**config.mk**
```make
export PLATFORM = sky130hd
export DESIGN_NAME = poly_voice_allocator_top
export DESIGN_NICKNAME = d
export VERILOG_FILES = /design/src/hw/rtl/pva_pkg.sv /design/src/hw/rtl/poly_voice_allocator_top.sv /design/src/hw/rtl/pva_cmp_unit.sv /design/src/hw/rtl/pva_out_stage.sv
export SDC_FILE = /design/constraint.sdc
export NUM_CORES = 1
export LEC_CHECK = 0
export BUFFER_PORTS_ARGS = -buffer_cell sky130_fd_sc_hd__buf_2
export CAP_MARGIN = 20
export CORE_MARGIN = 4
export CORE_UTILIZATION = 60
export CTS_CLUSTER_SIZE = 12
export DETAILED_ROUTE_END_ITERATION = 7
export MAX_ROUTING_LAYER = met4
export PLACE_DENSITY = 0.77
export SLEW_MARGIN = 25
export SYNTH_ARGS = -nofsm -noshare
export SYNTH_HDL_FRONTEND = slang
export SYNTH_SLANG_ARGS = --single-unit
export TNS_END_PERCENT = 20
```
**constraint.sdc**
```tcl
create_clock -name aclk -period 7.22 [get_ports aclk]
set_input_delay 0 -clock aclk [delete_from_list [all_inputs] [get_ports aclk]]
set_output_delay 0 -clock aclk [all_outputs]
set_load 0.02 [all_outputs]
```
**src/hw/rtl/pva_pkg.sv**
```systemverilog
// types and constants shared by the voice allocator modules
`timescale 1ns / 1ps
`default_nettype none

package pva_pkg;

    localparam logic [1:0] CMD_MIDI     = 2'd0;
    localparam logic [1:0] CMD_FINISHED = 2'd1;
    localparam logic [1:0] CMD_ALL_OFF  = 2'd2;

    localparam logic [3:0] KIND_NOTE_OFF = 4'h8;
    localparam logic [3:0] KIND_NOTE_ON  = 4'h9;
    localparam logic [3:0] KIND_BEND     = 4'hE;

    localparam logic [1:0] FULL_COUNT = 2'd3;

    localparam logic [1:0] ACT_CUT     = 2'd0;
    localparam logic [1:0] ACT_START   = 2'd1;
    localparam logic [1:0] ACT_RELEASE = 2'd2;
    localparam logic [1:0] ACT_BEND    = 2'd3;

    localparam logic [13:0] BEND_CENTER = 14'd8192;

    localparam int CMP_W = 32;

    typedef enum logic {
        CMP_LT,
        CMP_EQ
    } cmp_op_t;

    typedef struct packed {
        logic [1:0]  action;
        logic [3:0]  voice_index;
        logic [3:0]  out_channel;
        logic [6:0]  out_note;
        logic [6:0]  out_velocity;
        logic [13:0] bend_value;
    } result_t;

    typedef struct packed {
        logic push;
        logic flush;
    } stage_ctl_t;

endpackage

`default_nettype wire

```
**src/hw/rtl/poly_voice_allocator_top.sv**
```systemverilog
// polyphonic voice allocator: voice table, scan sequencer and result channel
//
//  channel | dir | handshake          | payload
//  s_      | in  | s_valid / s_ready  | cmd, status, two data bytes, count, voice
//  m_      | out | m_valid / m_ready  | action, voice, channel, note, velocity,
//          |     |                    | bend, last_of_run
//
// one item at a time; s_ready is high only while the sequencer is idle
// voice finished and ignored items: handled on accept, no scan
// all notes off, bend, note off: a scan over all VOICES, then a flush
// note on: free search, age compare and steal if none free, start, bend, flush
// scans step one voice a cycle unless stalled; release/age use the compare unit
// m_ready low stalls the sequencer only when a result is pushed or flushed
`timescale 1ns / 1ps
`default_nettype none

module poly_voice_allocator_top #(
    parameter int VOICES = 16
) (
    input  wire         aclk,
    input  wire         aresetn,
    input  wire         s_valid,
    output logic        s_ready,
    input  wire  [1:0]  s_cmd,
    input  wire  [7:0]  s_status_byte,
    input  wire  [6:0]  s_data_one,
    input  wire  [6:0]  s_data_two,
    input  wire  [1:0]  s_byte_count,
    input  wire  [3:0]  s_finished_voice,
    output logic        m_valid,
    input  wire         m_ready,
    output logic [1:0]  m_action,
    output logic [3:0]  m_voice_index,
    output logic [3:0]  m_out_channel,
    output logic [6:0]  m_out_note,
    output logic [6:0]  m_out_velocity,
    output logic [13:0] m_bend_value,
    output logic        m_last_of_run
);

    localparam int VW = (VOICES > 1) ? $clog2(VOICES) : 1;
    localparam logic [VW-1:0] LAST_VOICE = VW'(VOICES - 1);
    localparam logic [VW-1:0] IDX_STEP = VW'(1);

    localparam logic [3:0] S_IDLE  = 4'd0;
    localparam logic [3:0] S_CUT   = 4'd1;
    localparam logic [3:0] S_BEND  = 4'd2;
    localparam logic [3:0] S_REL   = 4'd3;
    localparam logic [3:0] S_FREE  = 4'd4;
    localparam logic [3:0] S_OLD   = 4'd5;
    localparam logic [3:0] S_STEAL = 4'd6;
    localparam logic [3:0] S_START = 4'd7;
    localparam logic [3:0] S_SBEND = 4'd8;
    localparam logic [3:0] S_FLUSH = 4'd9;

    logic [3:0]    state_reg, state_next;
    logic [VW-1:0] idx_reg, idx_next;
    logic [VW-1:0] pick_reg, pick_next;
    logic [VW-1:0] best_reg, best_next;
    logic [31:0]   best_age_reg, best_age_next;
    logic [31:0]   age_counter_reg;
    logic [3:0]    chan_reg;
    logic [6:0]    d1_reg;
    logic [6:0]    d2_reg;

    logic          voice_busy_reg [VOICES];
    logic [6:0]    voice_note_reg [VOICES];
    logic [3:0]    voice_chan_reg [VOICES];
    logic [31:0]   voice_age_reg  [VOICES];
    logic [13:0]   channel_bend_reg [16];

    logic          accept;
    logic [3:0]    in_kind;
    logic          in_full;
    logic          fin_ok;

    pva_pkg::cmp_op_t   cmp_op;
    logic [31:0]        cmp_a;
    logic [31:0]        cmp_b;
    logic               cmp_hit;

    pva_pkg::stage_ctl_t stage_ctl;
    pva_pkg::result_t    push_data;
    pva_pkg::result_t    out_data;
    logic                stage_ready;
    logic                out_last;
    logic                take_old;
    logic                start_commit;
    logic                cut_commit;

    assign s_ready = (state_reg == S_IDLE);
    assign accept  = s_valid && s_ready;
    assign in_kind = s_status_byte[7:4];
    assign in_full = (s_byte_count == pva_pkg::FULL_COUNT);
    assign fin_ok  = ({1'b0, s_finished_voice} < 5'(VOICES));

    // compare operand selection
    always_comb begin
        cmp_op = pva_pkg::CMP_EQ;
        cmp_a  = '0;
        cmp_b  = '0;
        if (state_reg == S_OLD) begin
            cmp_op = pva_pkg::CMP_LT;
            cmp_a  = voice_age_reg[idx_reg];
            cmp_b  = best_age_reg;
        end else begin
            cmp_a = {20'd0, voice_busy_reg[idx_reg], voice_chan_reg[idx_reg],
                     voice_note_reg[idx_reg]};
            cmp_b = {20'd0, 1'b1, chan_reg, d1_reg};
        end
    end

    pva_cmp_unit u_cmp (
        .op  (cmp_op),
        .a   (cmp_a),
        .b   (cmp_b),
        .hit (cmp_hit)
    );

    assign take_old = (idx_reg == '0) || cmp_hit;

    // sequencer
    always_comb begin
        state_next    = state_reg;
        idx_next      = idx_reg;
        pick_next     = pick_reg;
        best_next     = best_reg;
        best_age_next = best_age_reg;
        stage_ctl     = '0;
        push_data     = '0;
        start_commit  = 1'b0;
        cut_commit    = 1'b0;
        case (state_reg)
            S_IDLE: begin
                idx_next = '0;
                if (accept) begin
                    case (s_cmd)
                        pva_pkg::CMD_ALL_OFF: state_next = S_CUT;
                        pva_pkg::CMD_MIDI: begin
                            if (in_full) begin
                                case (in_kind)
                                    pva_pkg::KIND_NOTE_ON:  state_next = S_FREE;
                                    pva_pkg::KIND_NOTE_OFF: state_next = S_REL;
                                    pva_pkg::KIND_BEND:     state_next = S_BEND;
                                    default:                state_next = S_IDLE;
                                endcase
                            end
                        end
                        default: state_next = S_IDLE;
                    endcase
                end
            end
            S_CUT: begin
                stage_ctl.push        = 1'b1;
                push_data.action      = pva_pkg::ACT_CUT;
                push_data.voice_index = 4'(idx_reg);
                if (stage_ready) begin
                    cut_commit = 1'b1;
                    idx_next   = idx_reg + IDX_STEP;
                    if (idx_reg == LAST_VOICE) state_next = S_FLUSH;
                end
            end
            S_BEND: begin
                stage_ctl.push        = 1'b1;
                push_data.action      = pva_pkg::ACT_BEND;
                push_data.voice_index = 4'(idx_reg);
                push_data.bend_value  = {d2_reg, d1_reg};
                if (stage_ready) begin
                    idx_next = idx_reg + IDX_STEP;
                    if (idx_reg == LAST_VOICE) state_next = S_FLUSH;
                end
            end
            S_REL: begin
                stage_ctl.push        = cmp_hit;
                push_data.action      = pva_pkg::ACT_RELEASE;
                push_data.voice_index = 4'(idx_reg);
                if (stage_ready || !cmp_hit) begin
                    idx_next = idx_reg + IDX_STEP;
                    if (idx_reg == LAST_VOICE) state_next = S_FLUSH;
                end
            end
            S_FREE: begin
                if (!voice_busy_reg[idx_reg]) begin
                    pick_next  = idx_reg;
                    state_next = S_START;
                end else if (idx_reg == LAST_VOICE) begin
                    idx_next   = '0;
                    state_next = S_OLD;
                end else begin
                    idx_next = idx_reg + IDX_STEP;
                end
            end
            S_OLD: begin
                if (take_old) begin
                    best_next     = idx_reg;
                    best_age_next = voice_age_reg[idx_reg];
                end
                if (idx_reg == LAST_VOICE) begin
                    pick_next  = take_old ? idx_reg : best_reg;
                    state_next = S_STEAL;
                end else begin
                    idx_next = idx_reg + IDX_STEP;
                end
            end
            S_STEAL: begin
                stage_ctl.push        = 1'b1;
                push_data.action      = pva_pkg::ACT_CUT;
                push_data.voice_index = 4'(pick_reg);
                if (stage_ready) state_next = S_START;
            end
            S_START: begin
                stage_ctl.push         = 1'b1;
                push_data.action       = pva_pkg::ACT_START;
                push_data.voice_index  = 4'(pick_reg);
                push_data.out_channel  = chan_reg;
                push_data.out_note     = d1_reg;
                push_data.out_velocity = d2_reg;
                if (stage_ready) begin
                    start_commit = 1'b1;
                    state_next   = S_SBEND;
                end
            end
            S_SBEND: begin
                stage_ctl.push        = 1'b1;
                push_data.action      = pva_pkg::ACT_BEND;
                push_data.voice_index = 4'(pick_reg);
                push_data.bend_value  = channel_bend_reg[chan_reg];
                if (stage_ready) state_next = S_FLUSH;
            end
            S_FLUSH: begin
                stage_ctl.flush = 1'b1;
                if (stage_ready) state_next = S_IDLE;
            end
            default: state_next = S_IDLE;
        endcase
    end

    always_ff @(posedge aclk) begin
        if (!aresetn) begin
            state_reg       <= S_IDLE;
            age_counter_reg <= '0;
        end else begin
            state_reg <= state_next;
            if (start_commit) age_counter_reg <= age_counter_reg + 32'd1;
        end
    end

    always_ff @(posedge aclk) begin
        idx_reg      <= idx_next;
        pick_reg     <= pick_next;
        best_reg     <= best_next;
        best_age_reg <= best_age_next;
        if (accept) begin
            chan_reg <= s_status_byte[3:0];
            d1_reg   <= s_data_one;
            d2_reg   <= s_data_two;
        end
    end

    // voice table
    always_ff @(posedge aclk) begin
        if (!aresetn) begin
            for (int i = 0; i < VOICES; i++) voice_busy_reg[i] <= 1'b0;
        end else begin
            if (accept && (s_cmd == pva_pkg::CMD_FINISHED) && fin_ok) begin
                voice_busy_reg[s_finished_voice[VW-1:0]] <= 1'b0;
            end
            if (cut_commit) voice_busy_reg[idx_reg] <= 1'b0;
            if (start_commit) voice_busy_reg[pick_reg] <= 1'b1;
        end
    end

    always_ff @(posedge aclk) begin
        if (start_commit) begin
            voice_note_reg[pick_reg] <= d1_reg;
            voice_chan_reg[pick_reg] <= chan_reg;
            voice_age_reg[pick_reg]  <= age_counter_reg;
        end
    end

    always_ff @(posedge aclk) begin
        if (!aresetn) begin
            for (int i = 0; i < 16; i++) channel_bend_reg[i] <= pva_pkg::BEND_CENTER;
        end else if (accept && (s_cmd == pva_pkg::CMD_MIDI) && in_full
                     && (in_kind == pva_pkg::KIND_BEND)) begin
            channel_bend_reg[s_status_byte[3:0]] <= {s_data_two, s_data_one};
        end
    end

    pva_out_stage u_out (
        .aclk        (aclk),
        .aresetn     (aresetn),
        .ctl         (stage_ctl),
        .push_data   (push_data),
        .stage_ready (stage_ready),
        .m_valid     (m_valid),
        .m_ready     (m_ready),
        .out_data    (out_data),
        .out_last    (out_last)
    );

    assign m_action       = out_data.action;
    assign m_voice_index  = out_data.voice_index;
    assign m_out_channel  = out_data.out_channel;
    assign m_out_note     = out_data.out_note;
    assign m_out_velocity = out_data.out_velocity;
    assign m_bend_value   = out_data.bend_value;
    assign m_last_of_run  = out_last;

endmodule

`default_nettype wire

```
**src/hw/rtl/pva_cmp_unit.sv**
```systemverilog
// shared compare unit: unsigned less-than or equality on one word pair
`timescale 1ns / 1ps
`default_nettype none

module pva_cmp_unit (
    input  var pva_pkg::cmp_op_t           op,
    input  wire  [pva_pkg::CMP_W-1:0]      a,
    input  wire  [pva_pkg::CMP_W-1:0]      b,
    output logic                           hit
);

    always_comb begin
        case (op)
            pva_pkg::CMP_LT: hit = (a < b);
            pva_pkg::CMP_EQ: hit = (a == b);
            default:         hit = 1'b0;
        endcase
    end

endmodule

`default_nettype wire

```
**src/hw/rtl/pva_out_stage.sv**
```systemverilog
// result staging: one pending result plus the output register
`timescale 1ns / 1ps
`default_nettype none

module pva_out_stage (
    input  wire                      aclk,
    input  wire                      aresetn,
    input  var pva_pkg::stage_ctl_t  ctl,
    input  var pva_pkg::result_t     push_data,
    output logic                     stage_ready,
    output logic                     m_valid,
    input  wire                      m_ready,
    output pva_pkg::result_t         out_data,
    output logic                     out_last
);

    logic              pend_valid_reg, pend_valid_next;
    pva_pkg::result_t  pend_data_reg, pend_data_next;
    logic              out_valid_reg, out_valid_next;
    pva_pkg::result_t  out_data_reg, out_data_next;
    logic              out_last_reg, out_last_next;
    logic              out_free;
    logic              move;

    assign out_free    = !out_valid_reg || m_ready;
    assign stage_ready = !pend_valid_reg || out_free;
    assign move        = pend_valid_reg && out_free && (ctl.push || ctl.flush);

    always_comb begin
        out_valid_next  = out_valid_reg && !m_ready;
        out_data_next   = out_data_reg;
        out_last_next   = out_last_reg;
        pend_valid_next = pend_valid_reg;
        pend_data_next  = pend_data_reg;
        if (move) begin
            out_valid_next = 1'b1;
            out_data_next  = pend_data_reg;
            out_last_next  = ctl.flush;
        end
        if (ctl.push && stage_ready) begin
            pend_valid_next = 1'b1;
            pend_data_next  = push_data;
        end else if (ctl.flush && stage_ready) begin
            pend_valid_next = 1'b0;
        end
    end

    always_ff @(posedge aclk) begin
        if (!aresetn) begin
            pend_valid_reg <= 1'b0;
            out_valid_reg  <= 1'b0;
        end else begin
            pend_valid_reg <= pend_valid_next;
            out_valid_reg  <= out_valid_next;
        end
    end

    always_ff @(posedge aclk) begin
        pend_data_reg <= pend_data_next;
        out_data_reg  <= out_data_next;
        out_last_reg  <= out_last_next;
    end

    assign m_valid  = out_valid_reg;
    assign out_data = out_data_reg;
    assign out_last = out_last_reg;

endmodule

`default_nettype wire
```
* After elaboration in Yosys (flattened, before gate mapping)
Memories as Yosys holds them, arrays and structs flattened. A register that Yosys moved wholly into a read port is not among the register bits.
Index checks and enable logic that the tools add are counted.
** Storage, ports and cells
- Bits in registers :: 177
- Bits in writable memories :: 928
- Logic and storage cells :: 167
- Memories kept :: 5
** Memories
- voice_age_reg :: depth 16, bits a word 32, read ports 1, clocked after memory_dff 1, wr ports 1, RTL line poly_voice_allocator_top.sv:69 : logic [31:0] voice_age_reg [VOICES];
- channel_bend_reg :: depth 16, bits a word 14, read ports 1, clocked after memory_dff 1, wr ports 16, RTL line poly_voice_allocator_top.sv:70 : logic [13:0] channel_bend_reg [16];
- voice_note_reg :: depth 16, bits a word 7, read ports 1, clocked after memory_dff 1, wr ports 1, RTL line poly_voice_allocator_top.sv:67 : logic [6:0] voice_note_reg [VOICES];
- voice_chan_reg :: depth 16, bits a word 4, read ports 1, clocked after memory_dff 1, wr ports 1, RTL line poly_voice_allocator_top.sv:68 : logic [3:0] voice_chan_reg [VOICES];
- voice_busy_reg :: depth 16, bits a word 1, read ports 1, clocked after memory_dff 1, wr ports 16, RTL line poly_voice_allocator_top.sv:66 : logic voice_busy_reg [VOICES];
** Operators by class
- Reductions and logical operators :: 35
- $lt $le $gt $ge :: 1
- Mux-type cells :: 70
- Eq/ne operators :: 30
- Add/sub/neg operators :: 2
** Operator list (number)
- $mux W4 :: 29
- $mux W32 :: 2
- $pmux W4 S9 :: 1
- $pmux W6 S6 :: 1
- $add A32 B1 Y32 const B :: 1
- $eq A32 B32 Y1 :: 1
- $lt A32 B32 Y1 :: 1
- $mux W1 :: 29
- $pmux W14 S2 :: 1
- $eq A4 B4 Y1 const B :: 6
- $pmux W4 S5 :: 1
- $eq A4 B3 Y1 const B :: 4
- $ne A2 B2 Y1 const B :: 8
- $pmux W4 S2 :: 2
- $mux W14 :: 1
- $reduce_or A14 Y1 :: 1
- $logic_and A1 B1 Y1 :: 10
- $reduce_and A10 Y1 :: 1
- $pmux W3 S3 :: 1
- $eq A4 B2 Y1 const B :: 2
- $logic_not A4 Y1 :: 2
- $ne A2 B1 Y1 const B :: 3
- $ne A3 B3 Y1 const B :: 2
- $logic_or A1 B1 Y1 :: 5
- other kinds (15) :: 23

* Depth between registers and ports, before layout
- Depth in word-level cells :: 11
- Mapped depth :: 17
- Depth with buffers taken out :: 13

* Hierarchy
Synthesis repeated with hierarchy kept, for this count alone.
** Second synthesis, totals
- Cell total of the unflattened synthesis :: 2443
- Area total of the unflattened synthesis :: 45408.6 µm²
** By module, submodules not included
- poly_voice_allocator_top :: cells an instance 2238, area each 42181.7 µm², times used 1
- pva_out_stage :: cells an instance 89, area each 2404.8 µm², times used 1
- pva_cmp_unit :: cells an instance 116, area each 822.0 µm², times used 1

* Worst setup path before layout
OpenSTA, ideal clock, no wires.
- Kind :: register -> register
- From :: register state_reg[1]
- To :: memory voice_age_reg[0][0], enable pin
- Data arrival time :: 5420 ps
- Required time :: 6654 ps
- Setup time :: 566 ps
- Cell stages (with the launch flop) :: 6
- Path buffers :: 1
- Clock period less this slack :: 5986 ps
- Setup slack :: 1234 ps
- Path through :: dfxtp_1 buf_4 and4b_4 nand2_1 nor2_1 nor4b_1
** Between the ends
- Longest elaborated chain between the ends :: 4
** RTL lines
- start: declaration :: RTL line poly_voice_allocator_top.sv:56 : logic [3:0] state_reg, state_next;
- start signal: assignment :: RTL line poly_voice_allocator_top.sv:243 : state_reg <= state_next;
- $eq A4 B3 Y1 :: RTL line poly_voice_allocator_top.sv:133 : case (state_reg)
- $mux W1 :: RTL line poly_voice_allocator_top.sv:133
- $mux W1 :: RTL line poly_voice_allocator_top.sv:274 : if (start_commit) begin
- $mux W1 (not written as such) :: RTL line poly_voice_allocator_top.sv:277 : voice_age_reg[pick_reg] <= age_counter_reg;
- end: declaration :: RTL line poly_voice_allocator_top.sv:69
No other way between the ends.

==> metrics <==
post-route minimum period=5.98 ns; RSZ-0062 raised after global routing=no; FF+latch count, synth=1113; Hold Path Origin=s_status_byte[4]; Core Footprint=0.0747 mm^2; internal power=around 12000 uW; total CTS buffers=roughly 110; number of synthesized flops with an enable pin=1051; ANT nets after route=0; worst hold-check path type=in -> reg; share of cells above drive strength 1=0.236; remaining global-route overflow=0; post-route clock period utilization=0.828; Gate power share=0.174; top post-synthesis cells by area=edfxtp_1 70%, mux4_2 14%, and2_1 3.8%; max FFs per register=512; skew final=0.0664 ns; Routed wire per std cell=28.5 um; I/O pin total=between 70 and 80; maximum fanout along the worst path=74; number of H-tree levels=3; Initial Utilization=0.607; maximum VDD drop=roughly 0.00038 V; Sum Neg Setup Slack=0 ns; initial DRC count=roughly 3300; chip height=283 um; Async S/R FF share, synth=0; Least-Margin Pin Slew=roughly 1.1 ns; worst stage delay on the critical path=about 0.63 ns; WP depth=13; vias in the first global route=23935; Leakage=0.0174 uW; post-CTS sizing=0; port bufs=74; Worst slew margin=0.283; dpl cell area=0.0470 mm^2; Crit Path Class=reg -> reg; Tot GR Track Use=0.264; top cell family by delay on the critical path=simple AND/OR/NAND/NOR gates; CTS tree=yes; Power, Total=16200 uW; Fin. Hold Viols=0; gpl congestion=0.839; Syn Inst Count=2388; Area Growth Syn to Fin=11.5%; largest net degree at the start of global routing=75; fin util=0.677; share of the synthesized area in the top cell type=0.696; Yosys top cell by area=edfxtp_1; worst flop-to-flop path endpoint=u_out.pend_data_reg[9]; status=finished, final reports clean; routed vias=23393; clk slew on worst S/H paths=0.06 ns; r2r setup slk=1.24 ns; hpwl dp=58.4 mm; Synth Warn #=0; Top FF cell, synth=edfxtp_1; Worst Hold Endpoint=state_reg[1]; Max clock buf depth=3; Via density=6.57; Cell Chain, Critical Path=buf_12 -> buf_12 -> mux4_2 -> mux4_2 -> and2_1 -> ha_1 -> nand4_1 -> nor2_1 -> a221oi_1 -> a311oi_2 -> or2_1 -> a31oi_1 -> and2_4; die area=0.0801 mm^2; Unique masters post-synth=73; Final Max Slew Viols=0; drt total wl=roughly 100 mm; Avg Cell Area, Syn=19.0 um^2; drt pass-1 iters=6; die width=283 um; power density over cell area=between 300 and 400 mW/mm^2; syn nets=around 2500; Clock Power Share=0.326; Seq/Total Area, Yosys=0.723; Setup crit end kind=flop; Post-CTS Setup Bufs=0; worst reg-to-reg path cell count=13; first-pass GRT wire length=~150 mm; clk_lat worst skew=0.69 ns; max frequency=167 MHz; Worst setup SP type=flop; total of max-cap violations=0; Sw Ratio=0.264; Buf/Inv on CP=2; Sequential Power Share=0.500; Final Cell Area=0.0506 mm^2; Final Setup Violations=0; clk sink count=1113; clock root cell=clkbuf_16; Final Hold Slack=0.0306 ns; initial antenna violation count=7; Synth Cell Area=0.0454 mm^2; FILL cells=4530; Worst Path Arrival=between 6 and 7 ns; slowest stage cell, crit path=a221oi_1; Cells on Worst Hold Path=4; WP data required=7.53 ns; Switch Pwr=4270 uW; Final nets=2577; # rows=100; residual DRC count=0
[per-layer routing]
metal,part of all wire,vias to the layer above,track usage
met5,0,-,-
met4,0.027,0,0.0751
met2,0.49,1279,0.414
li1,-,9763,-
met1,0.38,12134,0.359
met3,0.098,217,0.0571
[stage by stage]
step           instances  setup WS (ns)
6_report            3562           1.24
5_1_grt             3562          0.939
4_1_cts             3555          0.856
3_5_place_dp        3339          0.901
3_3_place_gp        3337           1.03
2_1_floorplan       2388           1.23
[kinds of logic (layout without fill, tap and decap cells)]
group | count (synthesis) | after routing | synth area share
xor gates and xnor gates | 26 | 26 | 0.00502
muxes | 333 | 333 | 0.154
buffers and inverters | 160 | 358 | 0.0142
other | 0 | 7 | 0
and+or+nand+nor | 580 | 580 | 0.0727
adders and majority gates | 35 | 35 | 0.00965
AOI/OAI and AO/OA | 141 | 141 | 0.0214
DFF | 1113 | 1113 | 0.723
[power groups by stage]
| stage | combinational, uW | sequential, uW | clock [uW] |
|---|---|---|---|
| floorplan | 2190 | 7870 | 0 |
| global placement | 2720 | 8210 | 0 |
| detailed placement | 2780 | 8220 | 0 |
| CTS | 2820 | 8090 | 5330 |
| global route | 3000 | 8140 | 5630 |
| finish | 2810 | 8090 | 5280 |
[worst min-delay path, stage by stage]
cell,delay [ns]
buf_2,0.09
nand2b_1,0.15
nor3_1,0.14
o221a_2,0.26
[how the worst max path moves through the flow]
stage	startpoint	to	slack [ns]
final	flop	u_out.pend_data_reg[9]	1.24
after global routing	flop	u_out.pend_data_reg[12]	0.94
after global placement	flop	u_out.pend_data_reg[11]	1.03
after detailed placement	flop	u_out.pend_data_reg[12]	0.90
after floorplan	state_reg[1]	voice_age_reg[0][0]	1.23
after CTS	flop	u_out.pend_data_reg[21]	0.86
[cells in the mapped netlist (all sizes together), types with 4 or more instances]
cell / count
buf: 42
or3: 22
nand2b: 24
and3: 6
nand3: 23
and4: 5
o21ai: 41
nand2: 100
nor3: 18
xor2: 9
a22o: 14
xnor2: 17
o211ai: 8
clkbuf: 103
nor2b: 8
dfxtp: 62
inv: 15
a31oi: 4
and2: 272
mux4: 289
edfxtp: 1051
a21boi: 12
a21oi: 31
mux2i: 30
nand3b: 4
nor2: 61
o31ai: 7
nand4: 17
ha: 35
nor4: 8
mux2: 14
[cell type report]
class | count | area (um^2) | area share
inverter | 15 | 56.3 | 0.00111
antenna | 7 | 17.5 | 0.000346
clock inverter | 24 | 259 | 0.00512
sequential | 1113 | 32800 | 0.649
multi-input combinational | 1115 | 12000 | 0.238
clock buffer | 165 | 3040 | 0.0601
timing repair buffer | 154 | 1120 | 0.0221
tap | 969 | 1210 | 0.0240
[timing repair]
| action | 4_1_cts | 5_1_grt |
|---|---|---|
| endpoints found under the setup margin | 0 | 0 |
| hold buffers | 27 | 0 |
| endpoints found under the hold margin | 275 | 0 |
[layout by cell type (no fill, tap or decap), types with 8 or more instances in the layout]
cell type	instances
edfxtp_1	1051
mux4_2	289
and2_1	271
clkbuf_16	110
nand2_1	99
buf_2	74
dfxtp_1	55
nor2_1	51
buf_4	48
clkbuf_1	47
ha_1	35
a21oi_1	30
mux2i_1	30
o21ai_0	27
dlygate4sd3_1	27
nand2b_1	24
nand3_1	22
or3_1	22
xnor2_1	17
nand4_1	15
a22o_1	14
o21ai_1	14
inv_1	13
nor3_1	10
nor2_4	10
a21boi_0	10
xor2_1	9
clkinv_1	9
o211ai_1	8
mux2_2	8
clkbuf_8	8
Power figures use the tool's default switching activity.
